**config.mk**
```make
export PLATFORM = sky130hd
export DESIGN_NAME = tfn_queue
export DESIGN_NICKNAME = d
export VERILOG_FILES = /design/src/tfn_pkg.sv /design/src/tfn_queue.sv
export SDC_FILE = /design/constraint.sdc
export NUM_CORES = 1
export LEC_CHECK = 0
export ABC_AREA = 1
export CAP_MARGIN = 0
export CORE_MARGIN = 1.5
export CORE_UTILIZATION = 50
export DETAILED_ROUTE_END_ITERATION = 16
export DONT_BUFFER_PORTS = 1
export PLACE_DENSITY = 0.67
export SYNTH_ARGS = -nofsm -noshare
export SYNTH_HDL_FRONTEND = slang
export SYNTH_SLANG_ARGS = --single-unit
```
**constraint.sdc**
```tcl
create_clock -name clk -period 5.2 [get_ports clk]
set_input_delay 0.52 -clock clk [delete_from_list [all_inputs] [get_ports clk]]
set_output_delay 0.52 -clock clk [all_outputs]
set_load 0.01 [all_outputs]
```
**src/tfn_pkg.sv**
```systemverilog
// Package for the triangle face normal block: widths, defaults, queue entry.
// No dependencies.
package tfn_pkg;

  localparam int NORM_FRAC_DEF = 14;
  localparam int CRD_W         = 32;
  localparam int EDGE_W        = 33;
  localparam int PROD_W        = 66;
  localparam int CROSS_W       = 68;
  localparam int MAG_W         = 67;
  localparam int RED_W         = 31;
  localparam int SHIFT_W       = 7;
  localparam int NRM_W         = 16;
  localparam int QUEUE_DEPTH   = 4;
  localparam int QPTR_W        = 2;
  localparam int QCNT_W        = 3;

  // one transfer from the front end to the back end
  typedef struct packed {
    logic [2:0][RED_W-1:0] mag;
    logic [2:0]            neg;
    logic                  degen;
  } qent_t;

endpackage

```
**src/tfn_queue.sv**
```systemverilog
// Small FIFO between the front and back ends.
// Depends on tfn_pkg.
module tfn_queue import tfn_pkg::*; (
  input  logic  clk,
  input  logic  rst_n,
  input  logic  push,
  input  qent_t push_data,
  output logic  full,
  input  logic  pop,
  output logic  nonempty,
  output qent_t pop_data
);

  qent_t              mem_r [0:QUEUE_DEPTH-1];
  logic [QPTR_W-1:0]  wp_r, rp_r;
  logic [QCNT_W-1:0]  cnt_r;
  logic               do_push, do_pop;

  assign full     = (cnt_r == QCNT_W'(QUEUE_DEPTH));
  assign nonempty = (cnt_r != '0);
  assign do_push  = push && !full;
  assign do_pop   = pop && nonempty;
  assign pop_data = mem_r[rp_r];

  always_ff @(posedge clk) begin
    if (!rst_n) begin
      wp_r  <= '0;
      rp_r  <= '0;
      cnt_r <= '0;
    end else begin
      if (do_push) wp_r <= wp_r + 1'b1;
      if (do_pop)  rp_r <= rp_r + 1'b1;
      cnt_r <= cnt_r + QCNT_W'(do_push) - QCNT_W'(do_pop);
    end
  end

  always_ff @(posedge clk) begin
    if (do_push) mem_r[wp_r] <= push_data;
  end

endmodule

```
==> flow_summary_export.csv <==
group,metric,value,unit
critical_path,critPathSlowestCell,"dfxtp_4",
min_path,holdCritStartpoint,"push_data[78]",
route,ant_nets,0,
clocking,numClockSinks,397,
cells_and_area,areaGrowthSynthToFinish,10.3,%
logic_synthesis,synth_seq_cells,397,
critical_path,r2r-start,"cnt_r[1]$_SDFF_PN0_",
cells_and_area,fill_cells,2320,
floorplan,start_util,50.6,%
floorplan,ios,200,
logic_synthesis,synth_top_family_by_area,"compound AO/OA/AOI/OAI gates",
route,drt_first_pass_iters,4,
placement,dp_slack,2060,ps
critical_path,crit_type,"reg2out",
logic_synthesis,yosysUniqueCellTypes,20,
floorplan,dieArea,30900,sq um
flow_run,cap_violations,0,
cells_and_area,fin_nets,1104,
timing,finalCritPeriodShare,69.9,%
clocking,clk_pin_slew,60,ps
route,wl_per_cell,20.3,um
floorplan,dieWidth,176,um
logic_synthesis,synth_compound_area_share,11.3,%
cells_and_area,drive_gt1_share,9.16,%
route,dr_total_vias,7930,
critical_path,crit_arrival,3110,ps
clocking,cts_tree,"built",
power,power_density,497,nW/um^2
outcome,status,"finished, final reports clean",
route,drcViolationCount,0,
clocking,clockBufferDepth,3,
global_route,grt_pass1_vias,7806,
timing,hold_violations,0,
cells_and_area,final_common_cell,"edfxtp_1",
clocking,clock_latency,520,ps
placement,dpl.hpwl,15400,um
logic_synthesis,netlist_area,14900,sq um
global_route,grt.overflow.total,0,
critical_path,critPathTopFamily,"flip-flops",
critical_path,worstSetupStartpointType,"flip-flop",
clocking,cts_setup_buffers,0,
clocking,numCtsBuffers,40,
critical_path,worstPathRequired,4680,ps
critical_path,slowest_delay,940,ps
min_path,hp-class,"in2reg",
timing,fin_worst_skew,20.7,ps
logic_synthesis,yosys_warnings,0,
clocking,cts.htree.levels,2,
cells_and_area,antenna_cells,0,
logic_synthesis,synth_simple_gate_area_share,5.78,%
timing,setup_violations,0,
logic_synthesis,avgSynthCellArea,14.9,sq um
logic_synthesis,yosysSeqAreaShare,79.4,%
route,vias_per_cell,5.60,
floorplan,die_h,176,um
global_route,antenna_found_initial,0,
power,power.total,8.17,mW
global_route,grt_pass1_wl,43300,um
route,wirelength,28700,um
clocking,root_buffer,"clkbuf_16",
floorplan,coreArea,29500,sq um
critical_path,path_buf_inv,1,
power,p_leak,5.30,nW
critical_path,path_cells,"buf_4 > o21ai_0 > o22ai_1",
logic_synthesis,syn-num-nets,1111,
placement,globalplace.congestion,0.711,
cells_and_area,layout_common_cells,"edfxtp_1, nor2_1, o21ai_0",
clocking,ctsResizeCount,0,
global_route,grt_max_degree,107,
logic_synthesis,postSynthCellCount,1003,
timing,period_minus_slack,3630,ps
critical_path,cp_max_fo,106,
timing,clock.fmax,275,MHz
placement,io_buffers,0,
floorplan,fp-row-count,63,
timing,rsz0062_at_grt,"no",
logic_synthesis,synthAdderAreaFrac,0.638,%
route,drt_first_iter_violations,504,
cells_and_area,final_area,16400,sq um
placement,placed_area,15200,sq um
clocking,cts_hold_buf,0,
timing,slew_headroom,27.0,%
timing,finalMaxSlewViolations,0,
logic_synthesis,synth_xor_area_share,0,%
power,peakVddDrop,0.370,mV
global_route,grt_util_all_layers,18.4,%
timing,worst_slack,1570,ps
timing,worst-slew-pin-transition,1090,ps
logic_synthesis,muxShareOfSynthArea,0,%
cells_and_area,post-route-util,55.7,%
critical_path,cp-end-kind,"output pin",
## final timing paths
path | endpoint | slack, ps | cells after the start
max | pop_data[68] | 1570 | 3
min | mem_r[3][78]$_DFFE_PP_ | 90 | 0
max reg2reg | mem_r[1][76]$_DFFE_PP_ | 2550 | 5
min reg2reg | flip-flop | 480 | 2
## power by group
part / switching (mW) / total [mW] / leakage, nW / internal [mW]
clock: 1.11 / 2.68 / 0.602 / 1.58
combinational: 1.11 / 1.46 / 1.07 / 0.350
sequential: 0.132 / 4.03 / 3.63 / 3.90
## area by class of cell
class                      count  area (sq um)  share of cell area, %
clock inverter                18           140                  0.853
tap                          390           488                   2.97
multi-input combinational    527          2670                   16.2
sequential                   397         11800                   72.0
clock buffer                  54          1090                   6.66
timing repair buffer          13           135                  0.822
inverter                      17          70.1                  0.426
## stage by stage
stage                     std cells  hold WS, ps  TNS, ps
after floorplan                1003          448   -48370
after global placement         1344          463        0
after detailed placement       1344          469        0
after CTS                      1416         65.2        0
after global routing           1416         58.8        0
final                          1416         87.7        0
## cell families after synthesis
logic type               Yosys count
AO/OA/AOI/OAI                    298
adder cells (fa/ha/maj)            7
buffers and inverters             79
flip-flops                       397
AND/OR/NAND/NOR                  222
## routing by layer
layer  track usage, %  vias up  wire length (um)
met5                0        -                 0
met4             5.52        0               556
met3             7.64       43              2970
met2             29.7      232             13600
met1             22.5     3892             11600
li1                 -     3763                 -
## Yosys cell counts (all sizes together)
cell / n / area [sq um]
a21boi: 2 / 15.0
nor2: 206 / 798
clkbuf: 23 / 86.3
ha: 6 / 75.1
nand2: 13 / 48.8
inv: 17 / 66.3
dfxtp: 9 / 180
nand3: 3 / 15.0
buf: 39 / 283
fa: 1 / 20.0
o22ai: 97 / 669
edfxtp: 388 / 11700
o21ai: 195 / 976
a21oi: 4 / 20.0
## sequential cells by signal, summed over array words and instances (netlist names), named ones only
name   flops
wp_r       2
cnt_r      3
mem_r    388
rp_r       2
Note: power is estimated with default switching activity, not from simulation.
